$ cat config.mk
export PLATFORM = sky130hd
export DESIGN_NAME = bitmap_set_clear_find_first_flat
export DESIGN_NICKNAME = d
export VERILOG_FILES = /design/src/hdl/bscff_pkg.sv /design/src/hdl/bscff_if.sv /design/src/hdl/bscff_dp.sv /design/src/hdl/bscff_ctrl.sv /design/src/hdl/bitmap_set_clear_find_first.sv /design/src/flat_wrapper.sv
export SDC_FILE = /design/constraint.sdc
export NUM_CORES = 2
export LEC_CHECK = 0
export BUFFER_PORTS_ARGS = -buffer_cell sky130_fd_sc_hd__buf_2
export CAP_MARGIN = 20
export CELL_PAD_IN_SITES_DETAIL_PLACEMENT = 1
export CELL_PAD_IN_SITES_GLOBAL_PLACEMENT = 2
export CORE_UTILIZATION = 44
export CTS_CLUSTER_DIAMETER = 150
export CTS_CLUSTER_SIZE = 16
export DETAILED_ROUTE_END_ITERATION = 8
export PLACE_DENSITY_LB_ADDON = 0.1
export RECOVER_POWER = 50
export SYNTH_ARGS = -nofsm -noshare
export SYNTH_HDL_FRONTEND = slang
export SYNTH_SLANG_ARGS = --single-unit
$ cat constraint.sdc
create_clock -name clk -period 6.3 [get_ports clk]
set_clock_uncertainty 0.05 [all_clocks]
set_input_delay 1.26 -clock clk [delete_from_list [all_inputs] [get_ports clk]]
set_output_delay 1.26 -clock clk [all_outputs]
set_load 0.1 [all_outputs]
$ cat src/hdl/bscff_pkg.sv
// Shared constants, codes and control structs for the bit map set/clear/find block.
// No dependencies; every other file of the block depends on it.
`default_nettype none

package bscff_pkg;

  localparam int MAX_BITS   = 1024;
  localparam int WORD_BITS  = 32;
  localparam int MAP_DEPTH  = (MAX_BITS + WORD_BITS - 1) / WORD_BITS;
  localparam int INDEX_W    = $clog2(MAX_BITS);
  localparam int LIM_W      = INDEX_W + 1;
  localparam int BIT_W      = $clog2(WORD_BITS);
  localparam int WADDR_W    = (MAP_DEPTH > 1) ? $clog2(MAP_DEPTH) : 1;
  localparam int OPCODE_W   = 3;
  localparam int CFG_W      = 11;

  localparam logic [CFG_W-1:0] ACTIVE_BITS_RESET = CFG_W'(1024);

  localparam logic [OPCODE_W-1:0] OP_SET       = 3'd0;
  localparam logic [OPCODE_W-1:0] OP_CLEAR     = 3'd1;
  localparam logic [OPCODE_W-1:0] OP_TEST      = 3'd2;
  localparam logic [OPCODE_W-1:0] OP_FIND_ZERO = 3'd3;
  localparam logic [OPCODE_W-1:0] OP_FIND_ONE  = 3'd4;
  localparam logic [OPCODE_W-1:0] OP_CLEAR_ALL = 3'd5;

  typedef enum logic [1:0] {
    CL_RMW,
    CL_SEARCH,
    CL_CLEAR,
    CL_NOP
  } op_class_t;

  typedef struct packed {
    logic load;       // transfer in: latch the item and issue the first map read
    logic step;       // issue the next scan read
    logic rmw;        // write back or test the word read for a single-bit op
    logic capture;    // capture the search result from the word in hand
    logic clear_all;  // drop every map word
    logic push;       // move the result into the output register
  } cmd_t;

  typedef struct packed {
    op_class_t in_class;
    logic      hit;
    logic      last;
    logic      out_free;
  } status_t;

  function automatic op_class_t classify(input logic [OPCODE_W-1:0] op);
    op_class_t c;
    case (op)
      OP_SET, OP_CLEAR, OP_TEST:  c = CL_RMW;
      OP_FIND_ZERO, OP_FIND_ONE:  c = CL_SEARCH;
      OP_CLEAR_ALL:               c = CL_CLEAR;
      default:                    c = CL_NOP;
    endcase
    return c;
  endfunction

endpackage

`default_nettype wire

$ cat src/hdl/bscff_if.sv
// Valid/ready channel interfaces for the bit map block: request and response.
// Depends on bscff_pkg for field widths.
`default_nettype none

interface bscff_req_if;
  logic                            valid;
  logic                            ready;
  logic [bscff_pkg::OPCODE_W-1:0]  opcode;
  logic [bscff_pkg::INDEX_W-1:0]   bit_index;

  modport source (output valid, output opcode, output bit_index, input ready);
  modport sink   (input valid, input opcode, input bit_index, output ready);
endinterface

interface bscff_rsp_if;
  logic                            valid;
  logic                            ready;
  logic                            test_value;
  logic                            found;
  logic [bscff_pkg::INDEX_W-1:0]   found_index;

  modport source (output valid, output test_value, output found, output found_index,
                  input ready);
  modport sink   (input valid, input test_value, input found, input found_index,
                  output ready);
endinterface

`default_nettype wire

$ cat src/hdl/bscff_dp.sv
// Datapath: map word memory with per-word valid bits, active size register,
// scan evaluation, result and output registers. Depends on bscff_pkg.
`default_nettype none

module bscff_dp (
  input  wire                              clk,
  input  wire                              rst,
  input  wire                              cfg_we,
  input  wire  [bscff_pkg::CFG_W-1:0]      cfg_wdata,
  input  wire  [bscff_pkg::OPCODE_W-1:0]   in_opcode,
  input  wire  [bscff_pkg::INDEX_W-1:0]    in_bit_index,
  input  wire  bscff_pkg::cmd_t            cmd,
  output bscff_pkg::status_t               status,
  input  wire                              out_ready,
  output logic                             out_valid,
  output logic                             out_test_value,
  output logic                             out_found,
  output logic [bscff_pkg::INDEX_W-1:0]    out_found_index
);
  import bscff_pkg::*;

  logic [WORD_BITS-1:0] mem [MAP_DEPTH];
  logic                 vbits [MAP_DEPTH];

  logic [CFG_W-1:0]     active_bits;
  logic [OPCODE_W-1:0]  op_q;
  logic [INDEX_W-1:0]   idx_q;
  logic [WADDR_W-1:0]   ptr;
  logic [WADDR_W-1:0]   rd_addr;
  logic [WORD_BITS-1:0] rdata;
  logic                 rvalid;

  logic                 res_tv;
  logic                 res_found;
  logic [INDEX_W-1:0]   res_index;

  logic [LIM_W-1:0]     lim;
  logic                 rd_en;
  logic [WADDR_W-1:0]   raddr;
  logic [WORD_BITS-1:0] word;
  logic [WORD_BITS-1:0] scan_word;
  logic [WORD_BITS-1:0] mask;
  logic [WORD_BITS-1:0] masked;
  logic [WORD_BITS-1:0] lowest;
  logic [BIT_W-1:0]     bit_pos;
  logic [LIM_W-1:0]     base;
  logic [LIM_W-1:0]     base_next;
  logic [LIM_W-1:0]     rem;
  logic                 in_range;
  logic [WORD_BITS-1:0] bit_mask;
  logic [WORD_BITS-1:0] wdata;
  logic                 wr_en;
  logic                 out_free;

  assign lim = (active_bits > CFG_W'(MAX_BITS)) ? LIM_W'(MAX_BITS) : LIM_W'(active_bits);

  // Read address: single-bit ops read their own word, searches start at word 0.
  assign rd_en = cmd.load | cmd.step;
  always_comb begin
    if (cmd.load) begin
      if (classify(in_opcode) == CL_SEARCH) begin
        raddr = '0;
      end else begin
        raddr = WADDR_W'(in_bit_index >> BIT_W);
      end
    end else begin
      raddr = ptr;
    end
  end

  // Words never written since reset or clear all read as zero.
  assign word = rvalid ? rdata : '0;

  // Scan evaluation of the word in hand, limited to bits below the active size.
  assign base      = LIM_W'(rd_addr) << BIT_W;
  assign base_next = (LIM_W'(rd_addr) + LIM_W'(1)) << BIT_W;
  assign rem       = lim - base;
  always_comb begin
    if (lim <= base) begin
      mask = '0;
    end else if (rem >= LIM_W'(WORD_BITS)) begin
      mask = '1;
    end else begin
      mask = ~({WORD_BITS{1'b1}} << rem[BIT_W-1:0]);
    end
  end

  assign scan_word = (op_q == OP_FIND_ONE) ? word : ~word;
  assign masked    = scan_word & mask;
  assign lowest    = masked & (~masked + WORD_BITS'(1));

  always_comb begin
    bit_pos = '0;
    for (int i = 0; i < WORD_BITS; i++) begin
      if (lowest[i]) begin
        bit_pos = bit_pos | BIT_W'(i);
      end
    end
  end

  // Single-bit ops.
  assign in_range = LIM_W'(idx_q) < lim;
  assign bit_mask = WORD_BITS'(1) << idx_q[BIT_W-1:0];
  assign wdata    = (op_q == OP_SET) ? (word | bit_mask) : (word & ~bit_mask);
  assign wr_en    = cmd.rmw & in_range & ((op_q == OP_SET) | (op_q == OP_CLEAR));

  assign out_free = ~out_valid | out_ready;

  always_comb begin
    status.in_class = classify(in_opcode);
    status.hit      = |masked;
    status.last     = (rd_addr == WADDR_W'(MAP_DEPTH - 1)) || (base_next >= lim);
    status.out_free = out_free;
  end

  // Map memory.
  always_ff @(posedge clk) begin
    if (rd_en) begin
      rdata <= mem[raddr];
    end
    if (wr_en) begin
      mem[WADDR_W'(idx_q >> BIT_W)] <= wdata;
    end
  end

  always_ff @(posedge clk) begin
    if (rst || cmd.clear_all) begin
      for (int i = 0; i < MAP_DEPTH; i++) begin
        vbits[i] <= 1'b0;
      end
    end else if (wr_en) begin
      vbits[WADDR_W'(idx_q >> BIT_W)] <= 1'b1;
    end
  end

  always_ff @(posedge clk) begin
    if (rd_en) begin
      rvalid  <= vbits[raddr];
      rd_addr <= raddr;
    end
    if (cmd.load) begin
      op_q  <= in_opcode;
      idx_q <= in_bit_index;
      ptr   <= WADDR_W'(1);
    end else if (cmd.step) begin
      ptr <= ptr + WADDR_W'(1);
    end
  end

  always_ff @(posedge clk) begin
    if (rst) begin
      active_bits <= ACTIVE_BITS_RESET;
    end else if (cfg_we) begin
      active_bits <= cfg_wdata;
    end
  end

  // Result registers.
  always_ff @(posedge clk) begin
    if (cmd.load) begin
      res_tv    <= 1'b0;
      res_found <= 1'b0;
      res_index <= '0;
    end else begin
      if (cmd.rmw && op_q == OP_TEST) begin
        res_tv <= in_range & word[idx_q[BIT_W-1:0]];
      end
      if (cmd.capture && status.hit) begin
        res_found <= 1'b1;
        res_index <= INDEX_W'({rd_addr, bit_pos});
      end
    end
  end

  // Output register: holds a result until its transfer.
  always_ff @(posedge clk) begin
    if (rst) begin
      out_valid <= 1'b0;
    end else if (cmd.push) begin
      out_valid <= 1'b1;
    end else if (out_ready) begin
      out_valid <= 1'b0;
    end
  end

  always_ff @(posedge clk) begin
    if (cmd.push) begin
      out_test_value  <= res_tv;
      out_found       <= res_found;
      out_found_index <= res_index;
    end
  end

endmodule

`default_nettype wire

$ cat src/hdl/bscff_ctrl.sv
// Controller state machine: sequences accept, read-modify-write, word scan and
// result hand-off for the bit map datapath. Depends on bscff_pkg.
`default_nettype none

module bscff_ctrl (
  input  wire                      clk,
  input  wire                      rst,
  input  wire                      in_valid,
  output logic                     in_ready,
  input  wire bscff_pkg::status_t  status,
  output bscff_pkg::cmd_t          cmd
);
  import bscff_pkg::*;

  typedef enum logic [1:0] {
    S_IDLE,
    S_RMW,
    S_SCAN,
    S_DONE
  } state_t;

  state_t state;
  state_t state_next;

  assign in_ready = (state == S_IDLE);

  always_comb begin
    cmd        = '0;
    state_next = state;
    case (state)
      S_IDLE: begin
        if (in_valid) begin
          cmd.load = 1'b1;
          case (status.in_class)
            CL_RMW:    state_next = S_RMW;
            CL_SEARCH: state_next = S_SCAN;
            CL_CLEAR: begin
              cmd.clear_all = 1'b1;
              state_next    = S_DONE;
            end
            default:   state_next = S_DONE;
          endcase
        end
      end
      S_RMW: begin
        cmd.rmw    = 1'b1;
        state_next = S_DONE;
      end
      S_SCAN: begin
        // Stop on the first word with a match or at the last word in range.
        if (status.hit || status.last) begin
          cmd.capture = 1'b1;
          state_next  = S_DONE;
        end else begin
          cmd.step = 1'b1;
        end
      end
      S_DONE: begin
        if (status.out_free) begin
          cmd.push   = 1'b1;
          state_next = S_IDLE;
        end
      end
      default: state_next = S_IDLE;
    endcase
  end

  always_ff @(posedge clk) begin
    if (rst) begin
      state <= S_IDLE;
    end else begin
      state <= state_next;
    end
  end

endmodule

`default_nettype wire

$ cat src/hdl/bitmap_set_clear_find_first.sv
// Top level of the bit map set/clear/find block: controller plus datapath.
// Depends on bscff_pkg, bscff_if, bscff_ctrl and bscff_dp.
//
// A map of 1024 bits held as 32 words of 32 bits in a single-port memory, cleared
// at reset and by clear all through per-word valid bits, so there is no clearing
// pass. One request is in work at a time and each gives one response. Set, clear
// and test read the word, then modify or test it, then load the output register;
// clear all and unused codes go straight to loading the output register. A search
// reads one map word per cycle and stops at the first word with a match or at the
// last word below the active size. The output register lets a response wait while
// the next request is taken. active_bits may be written only while the block is
// idle; values above 1024 act as 1024.
`default_nettype none

module bitmap_set_clear_find_first (
  input  wire                          clk,
  input  wire                          rst,
  input  wire                          cfg_we,
  input  wire  [bscff_pkg::CFG_W-1:0]  cfg_wdata,
  bscff_req_if.sink                    request,
  bscff_rsp_if.source                  response
);
  import bscff_pkg::*;

  cmd_t    cmd;
  status_t status;

  bscff_ctrl u_ctrl (
    .clk      (clk),
    .rst      (rst),
    .in_valid (request.valid),
    .in_ready (request.ready),
    .status   (status),
    .cmd      (cmd)
  );

  bscff_dp u_dp (
    .clk             (clk),
    .rst             (rst),
    .cfg_we          (cfg_we),
    .cfg_wdata       (cfg_wdata),
    .in_opcode       (request.opcode),
    .in_bit_index    (request.bit_index),
    .cmd             (cmd),
    .status          (status),
    .out_ready       (response.ready),
    .out_valid       (response.valid),
    .out_test_value  (response.test_value),
    .out_found       (response.found),
    .out_found_index (response.found_index)
  );

endmodule

`default_nettype wire

$ cat src/flat_wrapper.sv
// flat-port wrapper written by rule: the top's interface ports become plain ports
module bitmap_set_clear_find_first_flat import bscff_pkg::*;
  (clk, rst, cfg_we, cfg_wdata, request_valid, request_opcode, request_bit_index, request_ready, response_valid, response_test_value, response_found, response_found_index, response_ready);
  bscff_req_if request_i ();
  bscff_rsp_if response_i ();
  input  wire clk;
  input  wire rst;
  input  wire cfg_we;
  input  wire  [bscff_pkg::CFG_W-1:0] cfg_wdata;
  input wire logic [$bits(request_i.valid)-1:0] request_valid;
  input wire logic [$bits(request_i.opcode)-1:0] request_opcode;
  input wire logic [$bits(request_i.bit_index)-1:0] request_bit_index;
  output wire logic [$bits(request_i.ready)-1:0] request_ready;
  output wire logic [$bits(response_i.valid)-1:0] response_valid;
  output wire logic [$bits(response_i.test_value)-1:0] response_test_value;
  output wire logic [$bits(response_i.found)-1:0] response_found;
  output wire logic [$bits(response_i.found_index)-1:0] response_found_index;
  input wire logic [$bits(response_i.ready)-1:0] response_ready;
  assign request_i.valid = request_valid;
  assign request_i.opcode = request_opcode;
  assign request_i.bit_index = request_bit_index;
  assign request_ready = request_i.ready;
  assign response_valid = response_i.valid;
  assign response_test_value = response_i.test_value;
  assign response_found = response_i.found;
  assign response_found_index = response_i.found_index;
  assign response_i.ready = response_ready;
  bitmap_set_clear_find_first u_core (.clk(clk), .rst(rst), .cfg_we(cfg_we), .cfg_wdata(cfg_wdata), .request(request_i), .response(response_i));
endmodule
Yosys cells after proc, flatten, opt, wreduce, memory -nomap -nowiden
Memory sizes are Yosys's and may differ from the RTL's. A register that Yosys moved wholly into a read port is not among the register bits. Cells that the tools add are included.

Memories kept: 2. Bits in writable memories: 1056. Register bits: 61. Input bits: 29.

Multiplexer cells: 98. Order comparisons: 6. Reduce and logical (&&, ||, !) cells: 19. Bitwise operators: 15. Equality and inequality tests: 18. Add/subtract/negate cells: 4. Shift-type cells: 2.

Memories: u_core.u_dp.mem (words 32, width 32, read ports 1, clocked after memory_dff 1, write ports 1, line bscff_dp.sv:22) `logic [WORD_BITS-1:0] mem [MAP_DEPTH];`; u_core.u_dp.vbits (words 32, width 1, read ports 1, clocked after memory_dff 1, write ports 32, line bscff_dp.sv:23) `logic vbits [MAP_DEPTH];`.

Operator list (number): two-way mux 32 bit (6); NOT 32 bit (4); two-way mux 5 bit (22); bitwise AND 32 bit (3); two-way mux 1 bit (38); two-way mux 11 bit (3); adder 32 x 1 -> 32 bit, second input constant (1); two-way mux 4 bit (8); OR 32 bit (1); OR reduction 32 bit (1); << shifter 1 x 5 -> 32 bit, first input constant (1); << shifter 32 x 5 -> 32 bit, first input constant (1); two-way mux 2 bit (11); two-way mux 10 bit (2); two-way mux 3 bit (4); greater-or-equal comparator 11 bit (1); greater-or-equal comparator 11 x 6 -> 1 bit, second input constant (1); > comparator 11 bit, second input constant (1); <= comparator 11 x 10 -> 1 bit (1); < comparator 10 x 11 -> 1 bit (1); subtractor 11 x 10 -> 11 bit (1); equality test 3 x 2 -> 1 bit, second input constant (3); equality test 3 bit, second input constant (3); case mux 2 bit (4 select lines) (1); 24 further kinds (43).

Longest topological paths before layout
Word-level depth: 45. Gate-level depth with buffers: 19.

Hierarchy
A second synthesis with hierarchy kept.

Cell total of the unflattened synthesis: 2704. Area total of the unflattened synthesis: 48137.4 µm².

By module, submodules not included: bscff_dp (area each 47895.9 µm², cells each 2679, times used 1); bscff_ctrl (area each 241.5 µm², cells each 25, times used 1).

Worst setup path after synthesis
No wires, ideal clock.

Path type: reg2reg. From: register u_core.u_dp.active_bits[10]. To: register u_core.u_dp.rd_addr[0], enable pin. Setup time: 0.396 ns. Slack: 0.904 ns. Data arrival time: 4.950 ns. Cell stages (with the launch flop): 18. Required time: 5.854 ns. Path buffers: 4. Period minus slack after synthesis: 5.396 ns. Cell sequence: dfxtp_1 -> buf_6 -> inv_1 -> clkbuf_1 -> nand2_1 -> ha_1 -> fa_1 -> nand3b_1 -> a21boi_2 -> o221ai_2 -> buf_4 -> o311ai_1 -> nand2_1 -> nor4b_4 -> nand4_4 -> or4b_4 -> buf_6 -> nand2_1.

Longest elaborated chain between the ends: 15.

Ends and longest elaborated chain: start: declaration (line bscff_dp.sv:25) `logic [CFG_W-1:0] active_bits;`; start signal: assignment (line bscff_dp.sv:154) `active_bits <= cfg_wdata;`; > comparator 11 bit (line bscff_dp.sv:55) `assign lim = (active_bits > CFG_W'(MAX_BITS)) ? LIM_W'(MAX_BITS) : LIM_W'(active_bits);`; two-way mux 11 bit (*) (line bscff_dp.sv:55); branches (longest 8 deep; another with subtractor 11 x 10 -> 11 bit); logical OR 1 bit (*) (line bscff_ctrl.sv:51) `if (status.hit || status.last) begin`; two-way mux 1 bit (*) (line bscff_ctrl.sv:51); two-way mux 1 bit (*) (2 in series) (line bscff_ctrl.sv:30) `case (state)`; OR 1 bit (*) (line bscff_dp.sv:58) `assign rd_en = cmd.load | cmd.step;`; named net u_core.u_dp.rd_en (line bscff_dp.sv:38) `logic rd_en;`; end signal: assignment (line bscff_dp.sv:139) `rd_addr <= raddr;`; end: declaration (line bscff_dp.sv:29) `logic [WADDR_W-1:0] rd_addr;`.

Mark *: on every way through the listed nets, which the timed path passes. The select of a mux whose other input is x is not followed. A chain may end at the register's enable or synchronous reset.

Worst setup path in the final report
From: register u_core.u_dp.rd_addr[0]. To: register u_core.u_dp.rd_addr[4], enable pin.

Longest elaborated chain between the ends: 12.

Ends and longest elaborated chain: subtractor 11 x 10 -> 11 bit (line bscff_dp.sv:77) `assign rem = lim - base;`; greater-or-equal comparator 11 x 6 -> 1 bit (line bscff_dp.sv:81) `end else if (rem >= LIM_W'(WORD_BITS)) begin`; two-way mux 32 bit (line bscff_dp.sv:81); two-way mux 32 bit (2 in series) (line bscff_dp.sv:79) `if (lim <= base) begin`; bitwise AND 32 bit (line bscff_dp.sv:89) `assign masked = scan_word & mask;`; OR reduction 32 bit (line bscff_dp.sv:111) `status.hit = |masked;`; logical OR 1 bit (*) (line bscff_ctrl.sv:51); two-way mux 1 bit (*) (line bscff_ctrl.sv:51); two-way mux 1 bit (*) (2 in series) (line bscff_ctrl.sv:30); OR 1 bit (*) (line bscff_dp.sv:58); named net u_core.u_dp.rd_en (line bscff_dp.sv:38).

The timed path passes the listed nets; every way through them passes the cells marked *. The select of a mux whose other input is x is not followed.

==> impl_metrics.toml <==
[global_routing]
grtUsageTotal_pct = 27.3
grt_pass1_vias = 33708
grt-ovfl-total = 0
grt_pass1_wl_mm = 226
antenna_found_initial = 1
grt_max_degree = 93

[die]
rows = 121
die_area_sq_um = 112000
ioPinCount = 43
initial_core_util_pct = 44.7
die_h_um = 335
core_area_sq_um = 109000
die_w_um = 335

[clock_network]
cts_tree = "yes"
cts.reportedPaths.clkPinSlew_ns = 0.08
post_cts_buffers = 0
hold_buffers = 0
cts.sinks = 1150
cts_buffer_depth = 3
cts_buffers = 81
post_cts_resized = 0
clock_insertion_delay_worst_skew_ns = 0.68
cts_root_buffer = "clkbuf_16"
cts_max_level = 3

[timing]
rsz0062_at_grt = "false"
timing.fmax_ghz = 0.180
max_slew_margin_pct = -34.4
tns_ns = 0
hold_viol = 0
worst_pin_slew_ns = 2.02
fin_crit_sh_pct = 88.1
setup_viol = 0
finalCriticalPeriod_ns = 5.55
maxSlewViolCount = 212

[detailed_routing]
antenna_left = 0
wl_per_cell_um = 27.7
remaining_drc_errors = 0
drt_iter0_drc = 2818
first_pass_iters = 6
vias_per_cell = 5.99
wirelength_mm = 153
vias = 33179

[placement]
dp.cells = 5437
port_buffers = 42
gp_congestion = 0.940
dpl.hpwl_mm = 85.7

[synth]
synth.net_count = 4118
synth-main-ff-cell = "edfxtp_1"
postSynthCellCount = 4060
yosysWarnings = 0
yosys.cell_types.count = 86
yosys_register_bits = 1150
synth_edf_count = 1087
netlist_area_sq_um = 48900
synthArstFlopShare_pct = 0
syn_avg_cell_area_sq_um = 12.0
seq_area_frac_synth_pct = 69.3

[critical_path]
cp.arrival_ns = 5.88
cp-start-kind = "flop"
crit_fanout = 20
crit_chain = "ha_1, fa_1, nand3b_1, a21boi_2, o221ai_2, o41ai_2, nand2_2, o41ai_4, nand4_4, or4b_4, nand2_2, buf_12"
cp_slowest_stage_delay_ns = 0.66
crit_path_frequent_cell = "nand2_2"
cp-end-kind = "flop"
path_class = "reg2reg"
critPathSlowestCell = "or4b_4"
cp_data_required_time_ns = 6.63

[power_and_ir_drop]
p_total_uw = 19600
ir_drop_v = 0.000260
p_per_area_nw_per_um2 = 366
p_leak_uw = 0.0183

[hold_path]
hp-class = "reg2reg"

[finish]
nFillCells = 11206
drive_gt1_share_pct = 7.63
final_nets = 4106
stdcell_count = 5540
areaGrowthSynthToFinish_pct = 9.64

[run]
drv_cap = 8

[run_status]
status = "finished with violations"
violations = "capacitance limit, slew limit"
## layout by cell type (no fill, tap or decap), drive strengths merged, types with 8 or more instances in the layout
cell / count
nand2: 1253
edfxtp: 1087
nand3: 300
a311oi: 233
clkbuf: 156
and3: 136
buf: 134
o21ai: 84
a21oi: 81
nor2: 68
dfxtp: 63
nor3: 56
a31oi: 48
o31ai: 40
inv: 31
mux2i: 31
xnor2: 30
ha: 28
nor3b: 20
nor2b: 13
o21a: 10
nand3b: 9
or3: 9
and2: 8
## layer usage
layer  wire, um  global-route usage, %  vias up
li1           -                      -    14902
met1      69800                   38.9    17308
met4       4910                   8.64        0
met2      72200                   44.0      782
met3       6400                   2.84      187
met5          0                      0        -
## final cells by class
cell class                 instances  area, sq um  share of cell area, %
inverter                          31          134                  0.250
antenna                            1         2.50                0.00467
clock buffer                      93         2090                   3.90
sequential                      1150        33900                   63.2
clock inverter                     5         88.8                  0.166
tap                             1476         1850                   3.45
multi-input combinational       2587        14000                   26.1
timing repair buffer             197         1550                   2.89
## synth_stat cells, types with 4 or more instances
library cell	count	area, sq um
nand2_1	1252	4700
edfxtp_1	1087	32600
nand3_1	300	1500
clkbuf_1	253	950
a311oi_1	233	2040
and3_1	136	851
o21ai_0	84	420
a21oi_1	81	405
nor2_1	67	251
dfxtp_1	63	1260
nor3_1	56	280
a31oi_1	48	300
o31ai_1	39	293
mux2i_1	31	310
buf_1	30	113
xnor2_1	30	263
ha_1	28	350
inv_1	27	101
nor3b_1	18	135
nor2b_1	13	81.3
o21a_1	10	75.1
nand3b_1	9	67.6
or3_1	9	56.3
and2_1	8	50.1
a211oi_1	7	52.6
nand2b_1	7	43.8
o211ai_1	7	52.6
o22ai_1	7	43.8
mux4_2	6	135
a21o_1	5	37.5
a22o_1	5	43.8
and3b_1	5	43.8
o31a_1	5	43.8
buf_2	4	20.0
buf_6	4	45.0
nand4_1	4	25.0
o311a_1	4	40.0
o41ai_1	4	35.0
or2_2	4	25.0
or3b_2	4	35.0
## worst paths after layout
| check | cells after the start | startpoint | slack [ns] | end |
|---|---|---|---|---|
| setup / recovery | 12 | u_core.u_dp.rd_addr[0] | 0.75 | u_core.u_dp.rd_addr[4] |
| hold / removal | 0 | u_core.u_dp.res_index[6] | 0.39 | u_core.u_dp.out_found_index[6] |
| setup reg to reg | 12 | u_core.u_dp.rd_addr[0] | 0.75 | u_core.u_dp.rd_addr[4] |
| hold reg to reg | 0 | u_core.u_dp.res_index[6] | 0.39 | u_core.u_dp.out_found_index[6] |
## logic make-up after synthesis
kind of cell,count (synthesis),synth area share (%)
compound gates,580,8.83
flops,1150,69.3
fa+ha+maj,29,0.757
simple gates,1910,17.1
buf+inv,323,2.56
mux,37,0.911
xor+xnor,31,0.555
## worst max-delay path, delay by kind of cell (launching register included)
| kind | cells | cell delay [ns] |
|---|---|---|
| AND/OR/NAND/NOR | 5 | 1.82 |
| buffers and inverters | 1 | 0.26 |
| AO/OA/AOI/OAI | 4 | 1.84 |
| flip-flops | 1 | 0.50 |
| adder cells (fa/ha/maj) | 2 | 0.72 |
## where the power goes
group / internal [uW] / total [uW] / leakage, uW / switching (uW)
clock network: 2350 / 4930 / 0.00106 / 2570
logic: 1320 / 4950 / 0.00675 / 3630
registers: 9450 / 9760 / 0.0105 / 311
total: 13100 / 19600 / 0.0183 / 6510
## sequential cells by signal, summed over array words and instances (netlist names), 2 cells and up
signal / cells
u_core.u_dp.vbits: 32
u_core.u_dp.active_bits: 11
u_core.u_dp.res_index: 10
u_core.u_dp.rdata: 32
u_core.u_dp.out_found_index: 10
u_core.u_dp.idx_q: 10
u_core.u_dp.mem: 1024
u_core.u_dp.ptr: 5
u_core.u_dp.op_q: 3
u_core.u_ctrl.state: 2
u_core.u_dp.rd_addr: 5
## through the flow
step	utilization [%]	worst slack, ns	cell area (sq um)	hold slack [ns]
detailed placement	47.2	0.792	51700	0.372
global route	49.0	0.397	53600	0.407
floorplan	-	0.904	48900	0.351
CTS	49.2	0.770	53900	0.389
finish	49.0	0.749	53600	0.389
global placement	47.2	0.953	51600	0.367
No activity file was read; power rests on OpenSTA's default activity.
